===== src/hdl/sm_exec_pkg.sv =====
// ============================================================================
// Stack machine execute step package
// Shared sizes, opcodes, status codes and controller/datapath command types.
// ============================================================================
`default_nettype none

package sm_exec_pkg;

  localparam int STACK_DEPTH = 256;
  localparam int DATA_WORDS  = 256;
  localparam int CODE_WORDS  = 1024;

  localparam int SP_W  = $clog2(STACK_DEPTH);
  localparam int CNT_W = $clog2(STACK_DEPTH + 1);
  localparam int DA_W  = $clog2(DATA_WORDS);
  localparam int PC_W  = $clog2(CODE_WORDS + 1);

  localparam logic [31:0] EMPTY_VALUE = 32'h7fff_ffff;

  // Opcodes.
  localparam logic [7:0] OP_HALT = 8'd0;
  localparam logic [7:0] OP_IN   = 8'd1;
  localparam logic [7:0] OP_OUT  = 8'd2;
  localparam logic [7:0] OP_ADD  = 8'd3;
  localparam logic [7:0] OP_SUB  = 8'd4;
  localparam logic [7:0] OP_MUL  = 8'd5;
  localparam logic [7:0] OP_DIV  = 8'd6;
  localparam logic [7:0] OP_DUP  = 8'd7;
  localparam logic [7:0] OP_LD   = 8'd8;
  localparam logic [7:0] OP_ST   = 8'd9;
  localparam logic [7:0] OP_LDC  = 8'd10;
  localparam logic [7:0] OP_JLT  = 8'd11;
  localparam logic [7:0] OP_JLE  = 8'd12;
  localparam logic [7:0] OP_JGT  = 8'd13;
  localparam logic [7:0] OP_JGE  = 8'd14;
  localparam logic [7:0] OP_JEQ  = 8'd15;
  localparam logic [7:0] OP_JNE  = 8'd16;
  localparam logic [7:0] OP_JMP  = 8'd17;

  // Status codes.
  localparam logic [2:0] ST_OKAY  = 3'd0;
  localparam logic [2:0] ST_HALT  = 3'd1;
  localparam logic [2:0] ST_DIV0  = 3'd2;
  localparam logic [2:0] ST_DADDR = 3'd3;
  localparam logic [2:0] ST_CADDR = 3'd4;
  localparam logic [2:0] ST_BADOP = 3'd5;

  // Commands from the controller to the datapath.
  typedef struct packed {
    logic load_item;   // capture opcode and operands
    logic pop_a;       // pop into operand a (read issued)
    logic pop_b;       // pop into operand b (read issued)
    logic cap_a;       // register stack read data into a
    logic cap_b;       // register stack read data into b
    logic peek_a;      // read top without popping
    logic mem_rd;      // read data memory at a
    logic div_start;   // start the divider
    logic finish;      // commit result and present it
  } dp_cmd_t;

  // Status from the datapath to the controller.
  typedef struct packed {
    logic div_busy;
  } dp_sts_t;

endpackage

`default_nettype wire


===== src/hdl/sm_exec_ctrl.sv =====
// ============================================================================
// Stack machine controller
// Sequences pops, memory reads and the divider for one instruction.
// ============================================================================
`default_nettype none

module sm_exec_ctrl
  import sm_exec_pkg::*;
(
  input  wire logic       clk,
  input  wire logic       rst,
  input  wire logic       in_fire,
  input  wire logic [7:0] opcode,
  input  wire logic       out_busy,
  input  wire dp_sts_t    sts,
  output dp_cmd_t         cmd,
  output logic            idle
);

  typedef enum logic [3:0] {
    S_IDLE, S_POPA, S_CAPA, S_POPB, S_CAPB, S_MEM, S_MEMW, S_DIVS, S_DIVW, S_DONE
  } state_t;

  state_t     state;
  logic [7:0] op;
  logic       two_ops;
  logic       one_pop;

  assign two_ops = op == OP_ADD || op == OP_SUB || op == OP_MUL ||
                   op == OP_DIV || op == OP_ST;
  assign one_pop = op == OP_OUT || op == OP_DUP || op == OP_LD ||
                   op == OP_JLT || op == OP_JLE || op == OP_JGT ||
                   op == OP_JGE || op == OP_JEQ || op == OP_JNE;
  assign idle    = state == S_IDLE;

  // Commands per state.
  always_comb begin
    cmd           = '0;
    cmd.load_item = in_fire;
    unique case (state)
      S_POPA: begin
        if (op == OP_DUP) cmd.peek_a = 1'b1;
        else if (two_ops || one_pop) cmd.pop_a = 1'b1;
      end
      S_CAPA: begin
        cmd.cap_a = 1'b1;
        if (two_ops) cmd.pop_b = 1'b1;
      end
      S_CAPB:  cmd.cap_b = 1'b1;
      S_MEM:   cmd.mem_rd = 1'b1;
      S_DIVS:  cmd.div_start = 1'b1;
      S_DONE:  cmd.finish = !out_busy;
      default: ;
    endcase
  end

  // The first pop lands in a, the second in b; a store pops its value first.
  always_ff @(posedge clk) begin
    if (rst) begin
      state <= S_IDLE;
      op    <= '0;
    end else begin
      unique case (state)
        S_IDLE: if (in_fire) begin
          op    <= opcode;
          state <= S_POPA;
        end
        S_POPA:  state <= (two_ops || one_pop) ? S_CAPA : S_DONE;
        S_CAPA:  state <= two_ops ? S_CAPB : (op == OP_LD ? S_MEM : S_DONE);
        S_CAPB:  state <= op == OP_DIV ? S_DIVS : S_DONE;
        S_MEM:   state <= S_MEMW;
        S_MEMW:  state <= S_DONE;
        S_DIVS:  state <= S_DIVW;
        S_DIVW:  if (!sts.div_busy) state <= S_DONE;
        S_DONE:  if (!out_busy) state <= S_IDLE;
        default: state <= S_IDLE;
      endcase
    end
  end

endmodule

`default_nettype wire


===== config.mk =====
export PLATFORM = sky130hd
export DESIGN_NAME = sm_exec_ctrl
export DESIGN_NICKNAME = d
export VERILOG_FILES = /design/src/hdl/sm_exec_pkg.sv /design/src/hdl/sm_exec_ctrl.sv
export SDC_FILE = /design/constraint.sdc
export NUM_CORES = 1
export LEC_CHECK = 0
export BUFFER_PORTS_ARGS = -buffer_cell sky130_fd_sc_hd__buf_2
export CELL_PAD_IN_SITES_DETAIL_PLACEMENT = 0
export CELL_PAD_IN_SITES_GLOBAL_PLACEMENT = 1
export CORE_ASPECT_RATIO = 1.4
export CORE_MARGIN = 1.5
export CORE_UTILIZATION = 38
export CTS_BUF_LIST = sky130_fd_sc_hd__clkbuf_8
export CTS_CLUSTER_DIAMETER = 30
export DETAILED_ROUTE_END_ITERATION = 16
export GPL_TIMING_DRIVEN = 0
export PLACE_DENSITY = 0.86
export SYNTH_ARGS = -nofsm -noshare
export SYNTH_HDL_FRONTEND = slang
export SYNTH_SLANG_ARGS = --single-unit
export TNS_END_PERCENT = 30

===== constraint.sdc =====
create_clock -name clk -period 2.2 [get_ports clk]
set_clock_uncertainty 0.2 [all_clocks]
set_input_delay 0.55 -clock clk [delete_from_list [all_inputs] [get_ports clk]]
set_output_delay 0.55 -clock clk [all_outputs]
set_load 0.02 [all_outputs]

Word level (Yosys, flattened, before mapping)
Cells that the tools add are included.

Eq/ne operators: 25. Mux-type cells: 19. Reductions and logical operators: 17.

Operator list (count): == test 8 x 4 -> 1 bit, second input constant (7); case mux 4 bit (9 select lines) (1); == test 8 x 3 -> 1 bit, second input constant (4); 2-to-1 mux 4 bit (7); == test 4 x 3 -> 1 bit, second input constant (4); == test 8 x 2 -> 1 bit, second input constant (2); logical OR 1 bit (13); 2-to-1 mux 1 bit (10); == test 4 bit, second input constant (2); == test 8 x 5 -> 1 bit, second input constant (1); != test 2 bit, second input constant (3); == test 4 x 1 -> 1 bit, second input constant (1); == test 4 x 2 -> 1 bit, second input constant (1); logical NOT 4 bit (1); AND reduction 3 bit (1); 2-to-1 mux 2 bit (1); AND reduction 2 bit (1); logical NOT 1 bit (1).

Bits in registers: 12. Bits of input ports: 13. Output and inout port bits: 10. Word-level logic and storage cells: 63.

Longest topological paths before layout
Gate-level depths: netlist of the first run.

Depth after elaboration: 13. Gate-level depth with buffers: 6. Mapped depth without buffers: 5.

Least setup slack after synthesis of the first run
OpenSTA, ideal clock, no wires.

Path type: reg2out. Start point: reg state[3]. End point: out cmd[6] in the netlist's numbering. Arrival time: 1.439 ns. Data required time: 1.450 ns. Path slack: 0.011 ns. Stages on the path, launching flop included: 5. Cell sequence: dfxtp_1 buf_6 nor4b_2 nand2_1 nor2_1.

RTL lines: start: declaration (RTL line sm_exec_ctrl.sv:24) `state_t state;`; start signal: assignment (RTL line sm_exec_ctrl.sv:68) `S_POPA: state <= (two_ops || one_pop) ? S_CAPA : S_DONE;`; start signal: assignment (RTL line sm_exec_ctrl.sv:69) `S_CAPA: state <= two_ops ? S_CAPB : (op == OP_LD ? S_MEM : S_DONE);`; start signal: assignment (RTL line sm_exec_ctrl.sv:70) `S_CAPB: state <= op == OP_DIV ? S_DIVS : S_DONE;`; end: declaration (RTL line sm_exec_ctrl.sv:16) `output dp_cmd_t cmd,`.

==> results by stage, run 1 <==
Drt:
- The routed design has 2000 µm of wire.
- After detailed routing, the met2 layer carries about 1100 µm of wire.
- The number of iterations in the first detailed-routing pass is 4.
- Detailed routing inserted a total of 902 vias.
- The length of routed wiring on met1 is 822 µm.
- After detailed routing, the number of remaining DRC violations is 0.
- The detailed router finished its first iteration with 15 violations.
- After detailed routing, no signal wire sits above met4.
- The per-cell via count in the routed design is 5.467.
- The number of antenna-violating nets in the routed design is 0.
- The length of routed met3 wiring is 67 µm.
- After detailed routing, the average wire length per cell comes to 12.12 µm.

STA:
- After routing, the total negative slack on setup checks comes to -82.61 ps.
- The count of final max-slew check failures is 0.
- The setup-violating endpoint count in the final report is 3.
- The top achievable clock speed is 447.8 MHz.
- The clock period minus worst slack is 2233 ps.
- The final setup slack of the worst path is -33.05 ps.
- The final number of hold-violating endpoints is 0.
- Setup repair after global routing could not meet its margin everywhere.
- For the pin with the worst max-slew slack, the measured transition is 547.0 ps.
- The headroom to the max-slew limit is 0.6326.
- In the finished design, the share of the clock period the worst path needs comes to 1.015.

Setup path:
- For the worst setup path, the data required time is between 1000 and 1500 ps.
- The largest individual stage delay along the critical path comes from the cell sky130_fd_sc_hd__dfxtp_1.
- The data arrival at the endpoint of the critical path is 1480 ps.
- The critical path is of the register to output pin type.
- The signal on the critical path passes through buf_6 > and4bb_2 > nor4_4 > nor2_1 > buf_2.
- In this run the worst path has a maximum fanout of 10.
- The largest stage delay on the critical path is 320 ps.
- Broken down by cell family, the worst path's largest delay share belongs to simple AND/OR/NAND/NOR gates.
- The launching element type of the critical path is a register.
- The buffers plus inverters on the worst setup path is 2.
- The kind of end point of the critical path is an output pin.

Placement:
- The half-perimeter wire length after placement is between 1500 and 2000 µm.
- The total instance count after detailed placement is 155.
- Buffers placed on the I/O ports in this run total 21.
- Routability-driven placement finished with a final weighted congestion of 0.8437.
- The cell area after placement is 997.2 µm².

Floorplanning:
- The floorplan step set the die height to approximately 59 µm.
- The initial utilization of the core area, before any placement, comes to 0.4017.
- After floorplanning, the core was sized to cover 0.002152 mm².
- The number of I/O pins is 23.
- The floorplan step set the die width to 43.32 µm.
- The die covers 0.002575 mm².
- The number of rows created at floorplan is 20.

Synth:
- The portion of synthesized area spent on multiplexers is 0.01158.
- The net count of the mapped netlist is about 130.
- The synthesized design contains 0 enable-type register cells.
- Of the total synthesized cell area, the portion taken by AND, OR, NAND and NOR gates is 0.3994.
- Of the total synthesized cell area, the portion taken by full adders, half adders and majority gates is 0.
- The synthesized netlist contains 39 unique library cells.
- The synthesized-area fraction occupied by ao, oa, aoi and oai cells is 0.1823.
- The xor and xnor fraction of the mapped netlist area is 0.01013.
- The share of flip-flops with an asynchronous set or reset after synthesis is 0.
- The share of the Yosys chip area taken by registers is 0.2779.
- The area of the mapped netlist is 864.6 µm².
- The register bit count reported by yosys is 12.
- The main combinational cell family by area after synthesis is simple AND/OR/NAND/NOR gates.
- Yosys printed 0 warnings.
- The predominant post-synthesis flop cell is sky130_fd_sc_hd__dfxtp_1.
- In this run the mean area of a mapped cell was 7.719 µm².
- The cell count after synthesis is 112.

Layout:
- Of the cells placed in the final design, the portion with a size suffix greater than 1 is 0.4406.
- The non-filler instance count after layout is 165.
- The final net count is 157.
- In the layout the commonest cells are sky130_fd_sc_hd__buf_2, sky130_fd_sc_hd__nand2_1, sky130_fd_sc_hd__a21oi_1.
- The library cell used most frequently in the layout, excluding fill and tap cells, is sky130_fd_sc_hd__buf_2.
- Measured on the finished design, the core utilization comes to 0.5576.
- The summed area of non-filler cells in the final layout is approximately 0.0012 mm².
- The number of diodes added for antenna fixing is 0.
- The area growth from synthesis to layout is 38.78%.

Flow run:
- The tool flagged a number of max-cap violations equal to 0.

Pwr:
- The reported leakage power is around 0.5 nW.
- VDD sags by at most 0.5275 mV.
- The design draws 1.363 mW.
- The power density relative to cell area is 1136 mW/mm².

Global route:
- Summed over all layers, the global routing overflow is 0.
- Entering global routing, the biggest net connects 11 pins.
- The global-route wire length before repair is 3374 µm.
- The number of global-route vias before repair was 837.
- The aggregate global-route resource usage is 0.1706.
- The number of antenna violations at the first check in global routing is 0.

CTS:
- The deepest level of the CTS H-tree is 1.
- The clock tree buffer depth is 2.
- The clock slew seen by the registers of the worst setup and hold paths is 50 ps.
- The clock drives 12 sinks.
- Clock latency on the worst-skew pair, taken at its later pin, is roughly 240 ps.
- The CTS buffer count is 3.
- TritonCTS built the clock tree.
- The number of buffers added to fix hold violations after cts is 0.
- Clock tree synthesis selected as its root buffer the cell sky130_fd_sc_hd__clkbuf_8.

Status:
- The final reports fail on negative setup slack.
- The run finished, with violations left.

Min path:
- The worst min-delay path category is register to register.
==> metrics by stage <==
| step | hold WS, ps | setup slack (ps) |
|---|---|---|
| 2_1_floorplan | 280.1 | 10.59 |
| 3_3_place_gp | 294.7 | -145.9 |
| 3_5_place_dp | 303.5 | -133.9 |
| 4_1_cts | 294.4 | -49.14 |
| 5_1_grt | 322.2 | -144.8 |
| 6_report | 299.2 | -33.05 |
==> worst min-delay path: stages, from the launching register on <==
cell and delay (ps):
sky130_fd_sc_hd__dfxtp_2 350, sky130_fd_sc_hd__nand2_1 60, sky130_fd_sc_hd__a21oi_1 50
==> state kept, by name (all words and copies together), names as in the netlist <==
signal,cells
op,8
state,4
==> layer usage <==
metal,vias up,global-route usage
met4,0,0.08225
met5,-,0
met3,5,0.01829
met1,410,0.1818
met2,21,0.3241
li1,466,-
==> logic make-up (layout without fill, tap and decap cells) <==
family / count (synthesis) / after routing
compound gates: 25 / 25
flops: 12 / 12
buf+inv: 15 / 46
simple gates: 58 / 58
xor+xnor: 1 / 1
mux: 1 / 1
==> timing repair <==
| item | in CTS | in global routing |
|---|---|---|
| pin swaps | 5 | 2 |
| setup endpoints to repair | 4 | 5 |
| gates cloned | 0 | 0 |
| setup buffers | 5 | 2 |
| gates resized for setup | 21 | 5 |
==> cells in the mapped netlist (3+ instances only) <==
cell type                 instances  area (µm²)
sky130_fd_sc_hd__a21oi_1         12       60.06
sky130_fd_sc_hd__buf_4            3       22.52
sky130_fd_sc_hd__buf_6            3       33.78
sky130_fd_sc_hd__dfxtp_1         12       240.2
sky130_fd_sc_hd__inv_1            5       18.77
sky130_fd_sc_hd__nand2_1         13       48.80
sky130_fd_sc_hd__nand3_1         11       55.05
sky130_fd_sc_hd__nor2_1           9       33.78
sky130_fd_sc_hd__nor2b_1          3       18.77
sky130_fd_sc_hd__nor3_1           4       20.02
sky130_fd_sc_hd__o21ai_0          3       15.01
==> where the power goes <==
part           total, mW  switching [mW]  internal (mW)
Clock              0.240          0.0817          0.158
Combinational      0.789           0.403          0.386
Sequential         0.334          0.0600          0.274
==> cell type report <==
cell class | count | area (µm²)
Clock buffer | 4 | 55.05
Multi-Input combinational cell | 85 | 600.6
Inverter | 5 | 18.77
Buffer | 9 | 88.84
Timing Repair Buffer | 28 | 162.7
Fill cell | 192 | 952.2
Sequential cell | 12 | 246.5
Tap cell | 22 | 27.53
==> path summary, 6_finish.rpt <==
path | from | endpoint | slack (ps) | depth (start not counted)
max | op[3] | cmd[6] | -30 | 5
max reg2reg | state[3] | op[7] | 390 | 5
min | op[5] | op[5] | 300 | 2
min reg2reg | op[5] | op[5] | 300 | 2
Note: power is estimated with default switching activity, not from simulation.
==> run 2, diff against run 1 <==
--- a/config.mk
+++ b/config.mk
@@ -16,6 +16,7 @@
 export DETAILED_ROUTE_END_ITERATION = 16
 export GPL_TIMING_DRIVEN = 0
 export PLACE_DENSITY = 0.86
+export SKIP_CTS_REPAIR_TIMING = 1
 export SYNTH_ARGS = -nofsm -noshare
 export SYNTH_HDL_FRONTEND = slang
 export SYNTH_SLANG_ARGS = --single-unit
==> results by stage, run 2 (same netlist as run 1, synthesis figures left out) <==
Setup path:
- The data arrival at the endpoint of the critical path is approximately 1500 ps.
- The category of cells accounting for the largest share of critical-path delay is simple AND/OR/NAND/NOR gates.
- For this design, the slowest cell found on the critical path is sky130_fd_sc_hd__dfxtp_2.
- The critical register-to-register path startpoint is state[3].
- The buffers plus inverters on the worst setup path is 1.
- STA classifies the critical path endpoint as an output pin.
- Of all nets on the critical path, the largest fanout is 3.
- The critical path is of the register to output pin type.
- The setup check on the worst reg-to-reg path leaves a slack of 390 ps.
- Counting cells, the worst reg-to-reg path comes to 5.
- The largest stage delay on the critical path is between 300 and 400 ps.
- The signal on the critical path passes through nor3_4 > nand2b_1 > o21ai_2 > nand3_2 > a41oi_2 > buf_4.
- The end of the worst register-to-register path is op[2].
- The launching element type of the critical path is a register.
- The data required time of the critical path is 1450 ps.

STA:
- Setup slack on the critical path of the routed design comes to -69.28 ps.
- Based on the critical path, the design can be clocked at up to around 440 MHz.
- Hold is met by 301.6 ps.
- Setup repair after global routing could not meet its margin everywhere.
- The count of final max-slew check failures is 0.
- Setup violations remaining at the end of the flow were counted as 4.
- The worst path in the final design needs a cycle of 2269 ps, including I/O delays and setup.
- The final number of hold-violating endpoints is 0.
- The headroom to the max-slew limit is 0.6382.
- The share of the clock period used by the worst path is 1.031.
- At the pin with the least slew margin, the transition time is 538.7 ps.

CTS:
- The clock reaches the later pin of the worst-skew pair after 240 ps.
- The deepest level of the CTS H-tree is 1.
- The tree is rooted in a sky130_fd_sc_hd__clkbuf_8.
- The CTS buffer count is 3.
- After clock tree synthesis, the clock-pin slew on the worst setup and hold paths is roughly 50 ps.
- The clock tree buffer depth is 2.
- The clock net in this run drives a total of 12 sinks.
- The CTS tree is built.

Layout:
- The number of antenna diodes in the final layout is 0.
- The register name with the most flops is op.
- The largest registers in the layout are op (8), state (4).
- The leading cell type in the layout, fill and taps excluded is sky130_fd_sc_hd__buf_2.
- The final net count is 156.
- The library cells used most frequently in the layout, excluding fill and tap cells, are sky130_fd_sc_hd__buf_2, sky130_fd_sc_hd__nand2_1, sky130_fd_sc_hd__a21oi_1.
- At the end of the flow the core is filled with cells to 0.5535.
- The register with the most flip-flops in the layout has 8 of them.
- Compared with the post-synthesis result, the final layout area differs by 37.77%.
- In the final layout, the share of cells above drive strength 1 is 0.4366.

Pwr:
- The maximum vdd drop is 0.5079 mV.
- Summed over all cells, the static leakage comes to 0.4998 nW.
- The power density relative to cell area is 1136 mW/mm².

Min path:
- Along the worst hold path, the cell count comes to 2.
- The critical hold path startpoint is op[6].
- In this run the worst hold path is classified as register to register.
- The endpoint with the worst hold slack is op[6].

Floorplanning:
- In this run the vertical extent of the chip is 59.44 µm.
- The starting density of the core is 0.4017.
- The number of I/O pins is 23.
- The initialized floorplan defines 20 standard-cell rows.
- The placeable core region is 0.002152 mm².
- The die covers 0.002575 mm².
- The width of the chip is between 40 and 50 µm.

Drt:
- The detail route stage leaves a number of antenna-violating nets equal to 0.
- The detailed router placed 924 vias in this run.
- The first detailed-routing pass ran for 4 iterations.
- After detailed routing, the total wire length is 2117 µm.
- In the routed design, unresolved DRC markers number 0.
- In this run, the number of DRC markers left after iteration 0 of detailed routing was 14.
- Using the TritonRoute via totals, the vias-per-cell ratio works out to ~5.6.
- Dividing the detail-routed wire length by the instance count gives 12.91 µm.

Placement:
- The count of buffers added on input and output ports is 21.
- The congestion estimate from routability-driven global placement came to 0.8437.
- Detailed placement ended at an HPWL of ~1500 µm.

Global route:
- The number of antenna violations at the first check in global routing is 0.
- The number of global-route vias before repair is 799.
- The leftover overflow at the end of global routing is 0.
- The aggregate global-route resource usage is 0.1638.
- The pin count of the biggest net entering global routing is 11.
- The global-route wire length before repair is approximately 3200 µm.

Status:
- The final reports fail on negative setup slack.
- The run finished, with violations left.

Flow run:
- The number of max-capacitance violations reported is 0.
==> run 2: cell count changes in the layout (fill, tap and decap cells not counted) <==
cell / before / now
sky130_fd_sc_hd__a211oi_1: 0 / 1
sky130_fd_sc_hd__a211oi_2: 1 / 0
sky130_fd_sc_hd__buf_2: 19 / 20
sky130_fd_sc_hd__buf_4: 11 / 10
sky130_fd_sc_hd__buf_6: 5 / 4
sky130_fd_sc_hd__dfxtp_1: 7 / 6
sky130_fd_sc_hd__dfxtp_4: 0 / 1
sky130_fd_sc_hd__nor2b_1: 1 / 2
sky130_fd_sc_hd__nor2b_4: 2 / 1
sky130_fd_sc_hd__nor3_1: 2 / 1
sky130_fd_sc_hd__nor3_2: 1 / 2
sky130_fd_sc_hd__nor4b_2: 1 / 0
sky130_fd_sc_hd__nor4b_4: 0 / 1
==> run 2: worst max-delay path by stage <==
stage / startpoint / cells after the start / slack (ps) / to
finish: op[6] / 6 / -70 / cmd[7]
global route: op[6] / 6 / -170 / cmd[7]
CTS: op[5] / 6 / -400 / cmd[7]
detailed placement: op[5] / 6 / -130 / cmd[7]
global placement: op[5] / 6 / -150 / cmd[7]
floorplan: state[3] / 4 / 10 / cmd[6]
==> run 2: worst reg2reg max path, stage by stage (launching register included) <==
cell	delay, ps
sky130_fd_sc_hd__dfxtp_1	300
sky130_fd_sc_hd__buf_6	140
sky130_fd_sc_hd__nor4_4	540
sky130_fd_sc_hd__nand2_1	300
sky130_fd_sc_hd__nand2_1	130
sky130_fd_sc_hd__a21oi_1	70
==> run 2: cell type report <==
type | instances | area (µm²)
fillers | 194 | 960.9
multi-input cells | 85 | 601.8
flip-flops and latches | 12 | 250.2
repair buffers | 28 | 160.2
plain buffers | 8 | 77.57
clock buffers | 4 | 55.05
well taps | 22 | 27.53
inverters | 5 | 18.77
==> run 2: per-layer routing <==
metal  global-route usage  vias to the layer above  part of all wire
li1                     -                      464                 -
met1               0.1725                      422              0.39
met2               0.3092                       31              0.54
met3              0.02134                        7             0.039
met4              0.08225                        0             0.026
met5                    0                        -                 0
==> run 2: per-stage QoR <==
stage               cells  instance area [µm²]  worst slack [ps]  power, mW  setup TNS [ps]
floorplan             112                864.6             10.59     0.8127               0
global placement      155                997.2            -145.9     0.9420          -145.9
detailed placement    155                997.2            -133.9     0.9503          -133.9
CTS                   159                 1052            -402.8      1.197          -735.4
global route          164                 1191            -165.3      1.455          -574.0
finish                164                 1191            -69.28      1.353          -161.0
==> run 2: where the power goes <==
group / switching, mW / internal [mW]
clock: 0.0808 / 0.158
combinational: 0.406 / 0.366
sequential: 0.0658 / 0.276
total: 0.553 / 0.800
